<file path="src/design/tga_pkg.sv">
// Shared types and constants for the TGA true-color decoder.
// Used by tga_parser, tga_out_fifo and the top level; no dependencies.
`default_nettype none

package tga_pkg;

    localparam int S_TDATA_W = 8;
    localparam int M_TDATA_W = 64;
    localparam int M_TUSER_W = 3;

    localparam logic [2:0] ST_PIXEL     = 3'd0;
    localparam logic [2:0] ST_TOO_SMALL = 3'd1;
    localparam logic [2:0] ST_BAD_TYPE  = 3'd2;
    localparam logic [2:0] ST_BAD_DEPTH = 3'd3;
    localparam logic [2:0] ST_TRUNCATED = 3'd4;

    localparam logic [7:0] TYPE_TRUECOLOR = 8'd2;
    localparam logic [4:0] HEADER_LAST    = 5'd17;

    localparam int FIFO_DEPTH = 4;
    localparam int FIFO_PTR_W = 2;
    localparam int FIFO_CNT_W = 3;

    typedef struct packed {
        logic [2:0]  status;
        logic [15:0] column;
        logic [15:0] row;
        logic [7:0]  red;
        logic [7:0]  green;
        logic [7:0]  blue;
        logic [7:0]  alpha;
        logic        final_pixel;
    } result_t;

    typedef struct packed {
        logic push0;
        logic push1;
    } push_t;

endpackage

`default_nettype wire

</file>
<file path="src/design/tga_parser.sv">
// Header parser and pixel gatherer: holds the decoder state and turns one byte
// into up to two results. Depends on tga_pkg.
`default_nettype none

module tga_parser (
    input  wire logic              aclk,
    input  wire logic              aresetn,
    input  wire logic              in_valid,
    input  wire logic [7:0]        in_byte,
    input  wire logic              in_eof,
    output tga_pkg::push_t         push,
    output tga_pkg::result_t       item0,
    output tga_pkg::result_t       item1
);

    localparam logic [1:0] PH_HEADER = 2'd0;
    localparam logic [1:0] PH_SKIP   = 2'd1;
    localparam logic [1:0] PH_PIXEL  = 2'd2;
    localparam logic [1:0] PH_IDLE   = 2'd3;

    logic [1:0]  phase_reg, phase_next;
    logic [4:0]  header_count_reg, header_count_next;
    logic [7:0]  id_length_reg, id_length_next;
    logic [7:0]  type_code_reg, type_code_next;
    logic [15:0] image_width_reg, image_width_next;
    logic [15:0] image_height_reg, image_height_next;
    logic [2:0]  bpp_reg, bpp_next;
    logic [1:0]  channel_index_reg, channel_index_next;
    logic [23:0] channel_bytes_reg, channel_bytes_next;
    logic [15:0] column_count_reg, column_count_next;
    logic [15:0] row_count_reg, row_count_next;

    logic [23:0]      gathered;
    logic [4:0]       depth_bytes;
    logic             pixel_done;
    logic             last_col;
    logic             last_row;
    logic             hdr_err;
    logic [2:0]       hdr_code;
    logic             trunc;
    tga_pkg::result_t pixel;
    tga_pkg::result_t err;

    always_comb begin
        phase_next         = phase_reg;
        header_count_next  = header_count_reg;
        id_length_next     = id_length_reg;
        type_code_next     = type_code_reg;
        image_width_next   = image_width_reg;
        image_height_next  = image_height_reg;
        bpp_next           = bpp_reg;
        channel_index_next = channel_index_reg;
        channel_bytes_next = channel_bytes_reg;
        column_count_next  = column_count_reg;
        row_count_next     = row_count_reg;
        hdr_err            = 1'b0;
        hdr_code           = tga_pkg::ST_TOO_SMALL;
        pixel_done         = 1'b0;
        depth_bytes        = in_byte[7:3];

        gathered = channel_bytes_reg;
        unique case (channel_index_reg)
            2'd0: gathered[7:0]   = in_byte;
            2'd1: gathered[15:8]  = in_byte;
            2'd2: gathered[23:16] = in_byte;
            default: gathered = channel_bytes_reg;
        endcase

        last_col = column_count_reg == (image_width_reg - 16'd1);
        last_row = row_count_reg == (image_height_reg - 16'd1);

        if (in_valid) begin
            unique case (phase_reg)
                PH_HEADER: begin
                    unique case (header_count_reg)
                        5'd0:  id_length_next = in_byte;
                        5'd2:  type_code_next = in_byte;
                        5'd12: image_width_next[7:0]   = in_byte;
                        5'd13: image_width_next[15:8]  = in_byte;
                        5'd14: image_height_next[7:0]  = in_byte;
                        5'd15: image_height_next[15:8] = in_byte;
                        5'd16: begin
                            if (depth_bytes == 5'd3 || depth_bytes == 5'd4) begin
                                bpp_next = depth_bytes[2:0];
                            end else begin
                                bpp_next = 3'd0;
                            end
                        end
                        default: ;
                    endcase
                    if (header_count_reg >= tga_pkg::HEADER_LAST) begin
                        if (type_code_reg != tga_pkg::TYPE_TRUECOLOR) begin
                            hdr_err    = 1'b1;
                            hdr_code   = tga_pkg::ST_BAD_TYPE;
                            phase_next = PH_IDLE;
                        end else if (bpp_reg == 3'd0) begin
                            hdr_err    = 1'b1;
                            hdr_code   = tga_pkg::ST_BAD_DEPTH;
                            phase_next = PH_IDLE;
                        end else if (image_width_reg == 16'd0 || image_height_reg == 16'd0) begin
                            phase_next = PH_IDLE;
                        end else if (id_length_reg != 8'd0) begin
                            phase_next = PH_SKIP;
                        end else begin
                            phase_next = PH_PIXEL;
                        end
                    end else begin
                        header_count_next = header_count_reg + 5'd1;
                        if (in_eof) begin
                            hdr_err  = 1'b1;
                            hdr_code = tga_pkg::ST_TOO_SMALL;
                        end
                    end
                end
                PH_SKIP: begin
                    id_length_next = id_length_reg - 8'd1;
                    if (id_length_reg == 8'd1) begin
                        phase_next = PH_PIXEL;
                    end
                end
                PH_PIXEL: begin
                    if ({1'b0, channel_index_reg} + 3'd1 >= bpp_reg) begin
                        pixel_done         = 1'b1;
                        channel_index_next = 2'd0;
                        channel_bytes_next = 24'd0;
                        if (last_col) begin
                            column_count_next = 16'd0;
                            if (last_row) begin
                                phase_next = PH_IDLE;
                            end else begin
                                row_count_next = row_count_reg + 16'd1;
                            end
                        end else begin
                            column_count_next = column_count_reg + 16'd1;
                        end
                    end else begin
                        channel_index_next = channel_index_reg + 2'd1;
                        channel_bytes_next = gathered;
                    end
                end
                PH_IDLE: ;
                default: ;
            endcase
        end

        trunc = in_valid && in_eof && (phase_next == PH_SKIP || phase_next == PH_PIXEL);

        if (in_valid && in_eof) begin
            phase_next         = PH_HEADER;
            header_count_next  = 5'd0;
            id_length_next     = 8'd0;
            type_code_next     = 8'd0;
            image_width_next   = 16'd0;
            image_height_next  = 16'd0;
            bpp_next           = 3'd0;
            channel_index_next = 2'd0;
            channel_bytes_next = 24'd0;
            column_count_next  = 16'd0;
            row_count_next     = 16'd0;
        end
    end

    always_comb begin
        pixel.status      = tga_pkg::ST_PIXEL;
        pixel.column      = column_count_reg;
        pixel.row         = image_height_reg - 16'd1 - row_count_reg;
        pixel.red         = gathered[23:16];
        pixel.green       = gathered[15:8];
        pixel.blue        = gathered[7:0];
        pixel.alpha       = (bpp_reg == 3'd4) ? in_byte : 8'hFF;
        pixel.final_pixel = last_col && last_row;

        err        = '0;
        err.status = hdr_err ? hdr_code : tga_pkg::ST_TRUNCATED;

        if (pixel_done) begin
            push.push0 = 1'b1;
            push.push1 = trunc;
            item0      = pixel;
        end else begin
            push.push0 = hdr_err || trunc;
            push.push1 = 1'b0;
            item0      = err;
        end
        item1        = '0;
        item1.status = tga_pkg::ST_TRUNCATED;
    end

    always_ff @(posedge aclk) begin
        if (!aresetn) begin
            phase_reg         <= PH_HEADER;
            header_count_reg  <= 5'd0;
            id_length_reg     <= 8'd0;
            type_code_reg     <= 8'd0;
            image_width_reg   <= 16'd0;
            image_height_reg  <= 16'd0;
            bpp_reg           <= 3'd0;
            channel_index_reg <= 2'd0;
            channel_bytes_reg <= 24'd0;
            column_count_reg  <= 16'd0;
            row_count_reg     <= 16'd0;
        end else begin
            phase_reg         <= phase_next;
            header_count_reg  <= header_count_next;
            id_length_reg     <= id_length_next;
            type_code_reg     <= type_code_next;
            image_width_reg   <= image_width_next;
            image_height_reg  <= image_height_next;
            bpp_reg           <= bpp_next;
            channel_index_reg <= channel_index_next;
            channel_bytes_reg <= channel_bytes_next;
            column_count_reg  <= column_count_next;
            row_count_reg     <= row_count_next;
        end
    end

endmodule

`default_nettype wire

</file>
<file path="src/design/tga_out_fifo.sv">
// Result queue that takes up to two results per cycle and hands out one per transfer.
// Depends on tga_pkg.
`default_nettype none

module tga_out_fifo (
    input  wire logic              aclk,
    input  wire logic              aresetn,
    input  tga_pkg::push_t         push,
    input  tga_pkg::result_t       item0,
    input  tga_pkg::result_t       item1,
    output logic                   room,
    output logic                   out_valid,
    input  wire logic              out_ready,
    output tga_pkg::result_t       out_item
);

    tga_pkg::result_t mem_reg [tga_pkg::FIFO_DEPTH];

    logic [tga_pkg::FIFO_PTR_W-1:0] wr_ptr_reg, wr_ptr_next;
    logic [tga_pkg::FIFO_PTR_W-1:0] rd_ptr_reg, rd_ptr_next;
    logic [tga_pkg::FIFO_CNT_W-1:0] count_reg, count_next;
    logic [tga_pkg::FIFO_CNT_W-1:0] after_pop;
    logic [tga_pkg::FIFO_PTR_W-1:0] wr_ptr_plus;
    logic                           pop;

    always_comb begin
        out_valid   = count_reg != '0;
        out_item    = mem_reg[rd_ptr_reg];
        pop         = out_valid && out_ready;
        after_pop   = count_reg - {{(tga_pkg::FIFO_CNT_W-1){1'b0}}, pop};
        room        = after_pop <= tga_pkg::FIFO_CNT_W'(tga_pkg::FIFO_DEPTH - 2);
        wr_ptr_plus = wr_ptr_reg + 1'b1;
        rd_ptr_next = pop ? rd_ptr_reg + 1'b1 : rd_ptr_reg;
        wr_ptr_next = wr_ptr_reg
                      + {{(tga_pkg::FIFO_PTR_W-1){1'b0}}, push.push0}
                      + {{(tga_pkg::FIFO_PTR_W-1){1'b0}}, push.push1};
        count_next  = after_pop
                      + {{(tga_pkg::FIFO_CNT_W-1){1'b0}}, push.push0}
                      + {{(tga_pkg::FIFO_CNT_W-1){1'b0}}, push.push1};
    end

    always_ff @(posedge aclk) begin
        if (push.push0) begin
            mem_reg[wr_ptr_reg] <= item0;
        end
        if (push.push1) begin
            mem_reg[wr_ptr_plus] <= item1;
        end
    end

    always_ff @(posedge aclk) begin
        if (!aresetn) begin
            wr_ptr_reg <= '0;
            rd_ptr_reg <= '0;
            count_reg  <= '0;
        end else begin
            wr_ptr_reg <= wr_ptr_next;
            rd_ptr_reg <= rd_ptr_next;
            count_reg  <= count_next;
        end
    end

endmodule

`default_nettype wire

</file>
<file path="src/design/tga_uncompressed_truecolor_decoder.sv">
// Top level of the TGA true-color decoder: input register, parser and result queue.
// Depends on tga_pkg, tga_parser and tga_out_fifo.
// A byte is taken every cycle unless the input register is full and the queue lacks
// room for two more results; its results pass through the input register and the result queue.
// A byte that completes a pixel other than the last at the end of the file gives
// two results, pixel then truncation, which leave via a four-entry result queue.
// Reset (synchronous, active low) returns the parser to the header and empties the queue.
`default_nettype none

module tga_uncompressed_truecolor_decoder (
    input  wire logic                          aclk,
    input  wire logic                          aresetn,
    input  wire logic                          s_tvalid,
    output logic                               s_tready,
    input  wire logic [tga_pkg::S_TDATA_W-1:0] s_tdata,  // [7:0] file_byte
    input  wire logic                          s_tlast,  // end_of_file
    output logic                               m_tvalid,
    input  wire logic                          m_tready,
    // [15:0] column, [31:16] row, [39:32] red, [47:40] green,
    // [55:48] blue, [63:56] alpha
    output logic [tga_pkg::M_TDATA_W-1:0]      m_tdata,
    output logic [tga_pkg::M_TUSER_W-1:0]      m_tuser,  // [2:0] status
    output logic                               m_tlast   // final_pixel
);

    logic       in_valid_reg, in_valid_next;
    logic [7:0] in_byte_reg;
    logic       in_eof_reg;
    logic       room;
    logic       process;
    logic       s_accept;

    tga_pkg::push_t   push;
    tga_pkg::result_t item0;
    tga_pkg::result_t item1;
    tga_pkg::result_t out_item;

    always_comb begin
        process       = in_valid_reg && room;
        s_tready      = !in_valid_reg || room;
        s_accept      = s_tvalid && s_tready;
        in_valid_next = s_accept || (in_valid_reg && !process);
    end

    always_ff @(posedge aclk) begin
        if (!aresetn) begin
            in_valid_reg <= 1'b0;
        end else begin
            in_valid_reg <= in_valid_next;
        end
    end

    always_ff @(posedge aclk) begin
        if (s_accept) begin
            in_byte_reg <= s_tdata[7:0];
            in_eof_reg  <= s_tlast;
        end
    end

    tga_parser u_parser (
        .aclk     (aclk),
        .aresetn  (aresetn),
        .in_valid (process),
        .in_byte  (in_byte_reg),
        .in_eof   (in_eof_reg),
        .push     (push),
        .item0    (item0),
        .item1    (item1)
    );

    tga_out_fifo u_fifo (
        .aclk      (aclk),
        .aresetn   (aresetn),
        .push      (push),
        .item0     (item0),
        .item1     (item1),
        .room      (room),
        .out_valid (m_tvalid),
        .out_ready (m_tready),
        .out_item  (out_item)
    );

    assign m_tdata = {out_item.alpha, out_item.blue, out_item.green, out_item.red,
                      out_item.row, out_item.column};
    assign m_tuser = out_item.status;
    assign m_tlast = out_item.final_pixel;

endmodule

`default_nettype wire
</file>
<file path="config.mk">
export PLATFORM = sky130hd
export DESIGN_NAME = tga_uncompressed_truecolor_decoder
export DESIGN_NICKNAME = d
export VERILOG_FILES = /design/src/design/tga_pkg.sv /design/src/design/tga_parser.sv /design/src/design/tga_out_fifo.sv /design/src/design/tga_uncompressed_truecolor_decoder.sv
export SDC_FILE = /design/constraint.sdc
export NUM_CORES = 1
export LEC_CHECK = 0
export BUFFER_PORTS_ARGS = -buffer_cell sky130_fd_sc_hd__clkbuf_2
export CAP_MARGIN = 40
export CORE_UTILIZATION = 25
export DETAILED_ROUTE_END_ITERATION = 12
export GPL_TIMING_DRIVEN = 0
export PLACE_DENSITY_LB_ADDON = 0.3
export RECOVER_POWER = 25
export SLEW_MARGIN = 10
export SYNTH_ARGS = -nofsm -noshare
export SYNTH_HDL_FRONTEND = slang
export SYNTH_SLANG_ARGS = --single-unit
</file>
<file path="constraint.sdc">
create_clock -name aclk -period 7.1 [get_ports aclk]
set_input_delay 1.42 -clock aclk [delete_from_list [all_inputs] [get_ports aclk]]
set_output_delay 1.42 -clock aclk [all_outputs]
set_load 0.005 [all_outputs]
</file>
## Word level (Yosys, flattened, before mapping)

Memory sizes are Yosys's and may differ from the RTL's. A register that Yosys moved wholly into a read port is not among the register bits.
Index checks and enable logic that the tools add are counted.

- Bitwise logic cells: 3
- Order comparisons: 3
- Reduce and logical (&&, ||, !) cells: 36
- Equality and inequality tests: 20
- Muxes and demuxes: 44
- Add/sub/neg operators: 16

Operators by type and width:

| kind | number |
|---|---|
| $mux 68 | 1 |
| $mux 8 | 5 |
| $add 16x1->16 const B | 2 |
| $eq 16x16->1 | 2 |
| $logic_not 16->1 | 2 |
| $sub 16x1->16 const B | 2 |
| $mux 2 | 15 |
| $reduce_and 3->1 | 9 |
| $mux 24 | 1 |
| $eq 5x4->1 const B | 4 |
| $mux 3 | 6 |
| $mux 16 | 1 |
| $pmux 8 s2 | 1 |
| $sub 16x16->16 | 1 |
| $mux 1 | 13 |
| $eq 5x2->1 const B | 2 |
| $eq 8x1->1 const B | 1 |
| $ne 8x2->1 const B | 1 |
| $reduce_bool 8->1 | 1 |
| $sub 8x1->8 const B | 1 |
| $logic_and 1x1->1 | 7 |
| $add 2x1->2 const B | 3 |
| $add 3x1->3 | 2 |
| $eq 2x1->1 const B | 3 |
| 24 further kinds | 36 |

- Memories: 1
- Output and inout bits: 70
- Word-level logic and storage cells: 142
- Input port bits: 13
- Flip-flop bits (word level): 133
- RAM bits: 272

Memories:

| name | depth | bits a word | read ports | clocked after memory_dff | wr ports | line | source |
|---|---|---|---|---|---|---|---|
| u_fifo.mem_reg | 4 | 68 | 1 | 1 | 2 | tga_out_fifo.sv:17 | `tga_pkg::result_t mem_reg [tga_pkg::FIFO_DEPTH];` |

## Depth between registers and ports, before layout

Gate-level depths: netlist of the first run.

- Depth in word-level cells: 15
- Depth in mapped cells: 19
- Depth with buffers taken out: 19

## Hierarchy

Synthesis of the first run repeated with hierarchy kept, for this count alone.

- Cell total of the unflattened synthesis: 1,793
- Area total of the unflattened synthesis: 22,088.7 um2

By module, submodules not included:

| module | sequential area each (um2) | area an instance (um2) | times used | cells each |
|---|---|---|---|---|
| tga_out_fifo | 8,348.0 | 13,603.0 | 1 | 709 |
| tga_parser | 2,322.2 | 8,150.3 | 1 | 1,069 |
| tga_uncompressed_truecolor_decoder | 290.3 | 335.3 | 1 | 15 |

## Worst setup path after synthesis of the first run

No wires, ideal clock.

- Path type: input port to flip-flop
- Start point: input m_tready
- End point: register u_fifo.wr_ptr_reg[1] (netlist bit)
- Cell stages on the path: 15
- Path slack: 2,540 ps
- Path buffers: 0
- Arrival time: 4,445 ps
- Data required time: 6,985 ps
- Setup time: 115 ps
- Cells stage by stage: and2_1 ha_1 ha_1 xnor2_1 o211a_1 nand3_1 o21ai_1 nor3b_1 a41o_1 a41o_4 nor2_1 inv_1 fa_1 xor2_1 and2_1

- Longest elaborated chain between the ends: 12
- Elaborated cells on any way between the ends: 16
- Classes of those cells: 3 x add/sub; 1 x order compare; 2 x eq/ne; 4 x mux; 6 x reduce/logical

Ends and longest elaborated chain:

| what | line | source |
|---|---|---|
| start, declared | tga_uncompressed_truecolor_decoder.sv:18 | `input wire logic m_tready,` |
| $logic_and 1x1->1 * | tga_out_fifo.sv:29 | `pop = out_valid && out_ready;` |
| $sub 3x1->3 * | tga_out_fifo.sv:30 | `after_pop = count_reg - {{(tga_pkg::FIFO_CNT_W-1){1'b0}}, pop};` |
| $le 3x2->1 * | tga_out_fifo.sv:31 | `room = after_pop <= tga_pkg::FIFO_CNT_W'(tga_pkg::FIFO_DEPTH - 2);` |
| $logic_and 1x1->1 * | tga_uncompressed_truecolor_decoder.sv:39 | `process = in_valid_reg && room;` |
| $mux 2 | tga_parser.sv:72 | `if (in_valid) begin` |
| $eq 2x1->1 or $eq 2x2->1 (tied branches) | tga_parser.sv:146 | `trunc = in_valid && in_eof && (phase_next == PH_SKIP \|\| phase_next == PH_PIXEL);` |
| $logic_or 1x1->1 | tga_parser.sv:146 |  |
| $logic_and 1x1->1 | tga_parser.sv:146 |  |
| $logic_or 1x1->1 | tga_parser.sv:181 | `push.push0 = hdr_err \|\| trunc;` |
| $mux 2 * | tga_parser.sv:176 | `if (pixel_done) begin` |
| $add 2x1->2 | tga_out_fifo.sv:35 | `+ {{(tga_pkg::FIFO_PTR_W-1){1'b0}}, push.push0}` |
| $add 2x1->2 * | tga_out_fifo.sv:36 | `+ {{(tga_pkg::FIFO_PTR_W-1){1'b0}}, push.push1};` |
| end signal, assigned | tga_out_fifo.sv:57 | `wr_ptr_reg <= wr_ptr_next;` |
| end, declared | tga_out_fifo.sv:19 | `logic [tga_pkg::FIFO_PTR_W-1:0] wr_ptr_reg, wr_ptr_next;` |

Mark *: on every way between the ends. The rest lies on a longest branch, timed or not.
A chain may end at the register's enable or synchronous reset.

==> results of run 1 <==
-- routing by layer --
layer	global-route usage, %	vias up	share of wire [%]
met5	0	-	0
met4	4.12	0	1.7
met3	2.42	76	6.4
met2	28.0	568	45
met1	25.7	8427	46
li1	-	7994	-
-- power breakdown --
group | total (mW) | leakage (nW) | switching (mW) | internal (mW)
combinational | 1.28 | 3.97 | 0.902 | 0.374
sequential | 2.44 | 3.30 | 0.0708 | 2.37
clock | 2.49 | 0.747 | 1.02 | 1.47
total | 6.21 | 8.01 | 1.99 | 4.22
-- critical path, stage by stage --
cell and delay [ns]:
clkbuf_1 0.08, and2_0 0.20, ha_1 0.23, ha_1 0.20, xnor2_1 0.30, o211ai_1 0.28
nor3_1 0.65, and2_0 0.21, clkbuf_1 0.35, clkbuf_1 0.51, clkbuf_1 0.57, clkbuf_1 0.74
nand4_1 0.20, o21ai_0 0.13
-- final timing paths --
kind	cells past startpoint	end	from	slack (ns)
worst min register to register	2	u_fifo.mem_reg[1][39]	u_fifo.mem_reg[1][39]	0.45
worst max register to register	14	u_fifo.mem_reg[3][16]	u_fifo.count_reg[1]	1.66
worst min-delay path	2	u_fifo.mem_reg[1][39]	u_fifo.mem_reg[1][39]	0.45
worst max-delay path	14	u_fifo.mem_reg[3][16]	m_tready	1.52
-- final cells by class --
class / instances / area [um^2] / share of cell area (%)
antenna: 1 / 2.50 / 0.0110
buffer: 193 / 867 / 3.80
clock buffer: 58 / 1230 / 5.37
clock inverter: 21 / 292 / 1.28
inverter: 51 / 191 / 0.838
multi-input combinational: 1513 / 10200 / 44.6
sequential: 407 / 8240 / 36.1
tap: 1030 / 1290 / 5.64
timing repair buffer: 97 / 553 / 2.42
-- cell families (layout without fill, tap and decap cells) --
family	Yosys count	count (layout)	synth area share (%)
flops	407	407	42.3
buf+inv	244	420	5.44
compound gates	421	421	13.9
other cells	0	1	0
simple gates	835	835	20.5
mux	142	142	11.8
xor+xnor	76	76	3.46
fa+ha+maj	39	39	2.62
-- cells in the final DEF, fill, tap and decap left out, types with 11 or more instances in the layout --
cell	n
buf_2	25
dfxtp_1	398
o21ai_0	150
mux2i_1	51
a21oi_1	41
buf_4	14
mux2_2	23
nand3_1	182
nor2_1	156
o21ai_1	74
a31o_2	36
clkbuf_1	165
xnor2_1	46
clkbuf_16	46
buf_6	13
a22oi_1	26
a32o_1	17
xor2_1	29
ha_1	36
clkbuf_2	66
and2_1	12
nand4_1	54
nor3_1	61
or3_1	15
nor3b_1	11
nand2_1	273
mux4_2	68
inv_1	51
==> results_dict.tcl, run 1 <==
set metrics [dict create \
    first_pass_iters 7 \
    overflow 0 \
    num-fill-cells 8245 \
    max-cap-violations 0 \
    synthArstFlopShare_pct 0 \
    grt_usage_pct 17.9 \
    worst_slack_ns 1.52 \
    core_area_um2 76600 \
    hold_viol_final 0 \
    synth_area_um2 19500 \
    drt_iter0_drc 1619 \
    fin_util_pct 29.8 \
    synth_top_area_share_pct 40.9 \
    htreeDepth 2 \
    synth_top_area_cell "dfxtp_1" \
    synth_area_leaders "dfxtp_1 41%, mux4_2 7.9%, nand2_1 5.3%, nand3_1 4.7%, o21ai_0 3.8%" \
    synth_edf_count 9 \
    place_area_um2 21400 \
    path_clk_slew_ns 0.06 \
    worstPathMaxFanout 10 \
    ys_seq_area_share_pct 42.3 \
    tns_ns 0 \
    post_cts_buffers 0 \
    hold_ws_ns 0.446 \
    grt_start_max_net_pins 14 \
    root_buffer "clkbuf_16" \
    hold_buffers 0 \
    critical_path_class "primary input to flop" \
    instances_no_fill 3371 \
    cts.sinks 407 \
    drt-wirelength-per-cell_um 21.2 \
    clockBufferDepth 3 \
    finalClockSkew_ns 0.0203 \
    cts_tree "built" \
    synth_cell_types 80 \
    dp_hpwl_um 51400 \
    yosysWarningCount 0 \
    largest_register_ffs 272 \
    p_total_mw 6.21 \
    setup_viol 0 \
    drive_above_1_share_pct 14.9 \
    ios 83 \
    synth_seq_cells 407 \
    viasPerCell 5.06 \
    wl_um 71300 \
    drcViolationCount 0 \
    fin_crit_sh_pct 78.6 \
    grt_pass1_wl_um 107000 \
    pre_cts_ws_ns 1.09 \
    synth_nets 2216 \
    crit_required_ns 7.61 \
    p_per_area_nw_per_um2 272 \
    die_y_um 281 \
    initial_core_util_pct 25.4 \
    synth_ff_type "dfxtp_1" \
    crit_path_start_kind "primary input" \
    cp-end-kind "flop" \
    status "finished, final reports clean" \
    syn_avg_cell_area_um2 9.00 \
    fmax_ghz 0.179 \
    vdd_drop_max_v 0.000156 \
    drv_slew 0 \
    row_count 101 \
    syn_to_final_growth_pct 17.2 \
    portBuffers 82 \
    antenna_found_initial 0 \
    dieArea_um2 79000 \
    final_nets 2359 \
    synth.most_common_cell "dfxtp_1" \
    synthTopCellsByCount "398 x dfxtp_1, 273 x nand2_1, 182 x nand3_1" \
    clk_latency_ns 0.59 \
    slew_headroom_pct 30.9 \
    hp-class "flop to flop" \
    worst-slew-pin-transition_ns 1.03 \
    die_x_um 281 \
    num_vias 17065 \
    power.leakage_nw 8.01 \
    fin_area_um2 22800 \
    rsz0062_at_grt "false" \
    numPlacedInstances 3291 \
    first_global_vias 16344 \
    gp_congestion 0.880 \
    post-route-min-period_ns 5.58 \
    ctsResizeCount 0 \
    syn-instance-count 2164 \
    cp.arrival_ns 6.09 \
    numCtsBuffers 44 \
    detail-route-antenna-nets 0 \
]
Note: power is estimated with default switching activity, not from simulation.
==> inputs of run 2 (changes only) <==
==> constraint.sdc (replaced) <==
create_clock -name aclk -period 4.6 [get_ports aclk]
set_input_delay 0.92 -clock aclk [delete_from_list [all_inputs] [get_ports aclk]]
set_output_delay 0.92 -clock aclk [all_outputs]
set_load 0.005 [all_outputs]
==> results_dict.tcl, run 2 (synthesis gave the netlist of run 1 again) <==
set metrics [dict create \
    status "finished, final reports clean" \
    drive_above_1_share_pct 17.1 \
    hp-class "flop to flop" \
    drv_slew 0 \
    fmax_ghz 0.227 \
    regToRegSetupSlack_ns 0.19 \
    cp.arrival_ns 4.88 \
    fin_crit_sh_pct 95.9 \
    finalClockSkew_ns 0.0197 \
    syn_to_final_growth_pct 18.3 \
    final_common_cell "dfxtp_1" \
    final_nets 2363 \
    p_per_area_nw_per_um2 417 \
    grt_usage_pct 17.9 \
    antenna_found_initial 0 \
    crit_top_cell "or4_4" \
    hold_viol_final 0 \
    num-fill-cells 8224 \
    root_buffer "clkbuf_16" \
    critical_path_class "flop to flop" \
    dp_hpwl_um 51400 \
    numCtsBuffers 44 \
    instances_no_fill 3375 \
    max-cap-violations 0 \
    portBuffers 82 \
    path_clk_slew_ns 0.06 \
    initial_core_util_pct 25.4 \
    detail-route-antenna-nets 0 \
    drcViolationCount 0 \
    drt-wirelength-per-cell_um 21.1 \
    post-route-min-period_ns 4.41 \
    seq_area_um2 8240 \
    p_total_mw 9.61 \
    crit_chain "or4_4, or2_4, or4_4, xnor2_1, ha_1, nand2_1, nor4_4, nand4_1, a41o_1, a41o_4, nor2_4, inv_1, fa_1, xor2_1, and2_1" \
    viasPerCell 5.06 \
    grt_pass1_wl_um 107000 \
    power.leakage_nw 8.19 \
    worstPathMaxFanout 4 \
    clk_latency_ns 0.59 \
    first_pass_iters 5 \
    num_vias 17066 \
    htreeDepth 2 \
    final_cell_mix "397 x dfxtp_1, 273 x nand2_1, 180 x nand3_1, 154 x nor2_1, 146 x o21ai_0" \
    crit_required_ns 5.07 \
    die_x_um 281 \
    ios 83 \
    max_stage_delay_ns 0.59 \
    clockBufferDepth 3 \
    setup_viol 0 \
    grt_start_max_net_pins 14 \
    dieArea_um2 79000 \
    slew_headroom_pct 38.9 \
    multiInputGateArea_um2 10300 \
    cts_tree "built" \
    largest_register_ffs 272 \
    first_global_vias 16352 \
    row_count 101 \
    crit_path_start_kind "flop" \
    gp_congestion 0.880 \
    vdd_drop_max_v 0.000245 \
    core_area_um2 76600 \
    numPlacedInstances 3291 \
    cp-end-kind "flop" \
    overflow 0 \
    rsz0062_at_grt "true" \
    worst-slew-pin-transition_ns 0.917 \
    drt_iter0_drc 1535 \
    die_y_um 281 \
    cts.sinks 407 \
    slowest_stage "or4_4" \
    wl_um 71400 \
]
## run 2: changes by cell type in the layout (fill, tap and decap cells not counted), moves of 3 or more
cell / before / now
buf_6: 13 / 16
clkbuf_2: 66 / 95
buf_4: 14 / 19
clkbuf_1: 165 / 128
and2_0: 6 / 3
o21ai_1: 74 / 77
o21ai_0: 150 / 146
buf_2: 25 / 28
and2_1: 12 / 15
## run 2: timing repair
item | in CTS | in global routing
setup buffers | 0 | 5
pin swaps | 0 | 7
hold buffers | 0 | 0
gates resized for setup | 13 | 53
hold endpoints to repair | 0 | 0
endpoints found under the setup margin | 186 | 231
## run 2: path summary, 6_finish.rpt
check / from / endpoint / cells past startpoint
worst max-delay path: u_parser.image_height_reg[5] / u_fifo.wr_ptr_reg[1] / 15
worst min-delay path: u_fifo.mem_reg[1][39] / u_fifo.mem_reg[1][39] / 2
worst max register to register: u_parser.image_height_reg[5] / u_fifo.wr_ptr_reg[1] / 15
worst min register to register: u_fifo.mem_reg[1][39] / u_fifo.mem_reg[1][39] / 2
## run 2: routing by layer
layer,vias up,part of all wire [%],global-route usage (%)
met5,-,0,0
met1,8395,46,25.7
li1,8026,-,-
met3,72,6.5,2.42
met4,0,1.8,4.12
met2,573,45,28.0
## run 2: per-stage QoR
stage	setup WS (ns)	setup TNS [ns]	area (um^2)	util (%)	hold slack [ns]
6_report	0.190	0	23000	30.1	0.446
5_1_grt	-0.0107	-0.0122	23000	30.1	0.459
4_1_cts	0.0166	0	22900	29.9	0.448
3_5_place_dp	-0.908	-93.46	21400	27.9	0.439
3_3_place_gp	-0.912	-95.00	21200	27.7	0.435
2_1_floorplan	0.309	0	19500	-	0.425
## run 2: cell type report
type / instances / share of cell area [%]
timing repair buffer: 102 / 2.70
buffer: 192 / 3.95
multi-input combinational: 1513 / 44.6
inverter: 51 / 0.831
clock buffer: 58 / 5.32
antenna: 1 / 0.0109
clock inverter: 21 / 1.27
sequential: 407 / 35.8
tap: 1030 / 5.59
## run 2: where the power goes
part | leakage (nW) | internal [mW] | switching [mW]
clock | 0.747 | 2.27 | 1.56
combinational | 4.14 | 0.600 | 1.40
sequential | 3.30 | 3.66 | 0.110
## run 2: worst max-delay path, delay by kind of cell (launching register included)
family / cells / cell delay (ns)
fa+ha+maj: 2 / 0.71
compound gates: 2 / 0.58
flops: 1 / 0.33
simple gates: 8 / 2.31
xor+xnor: 2 / 0.31
buf+inv: 1 / 0.07
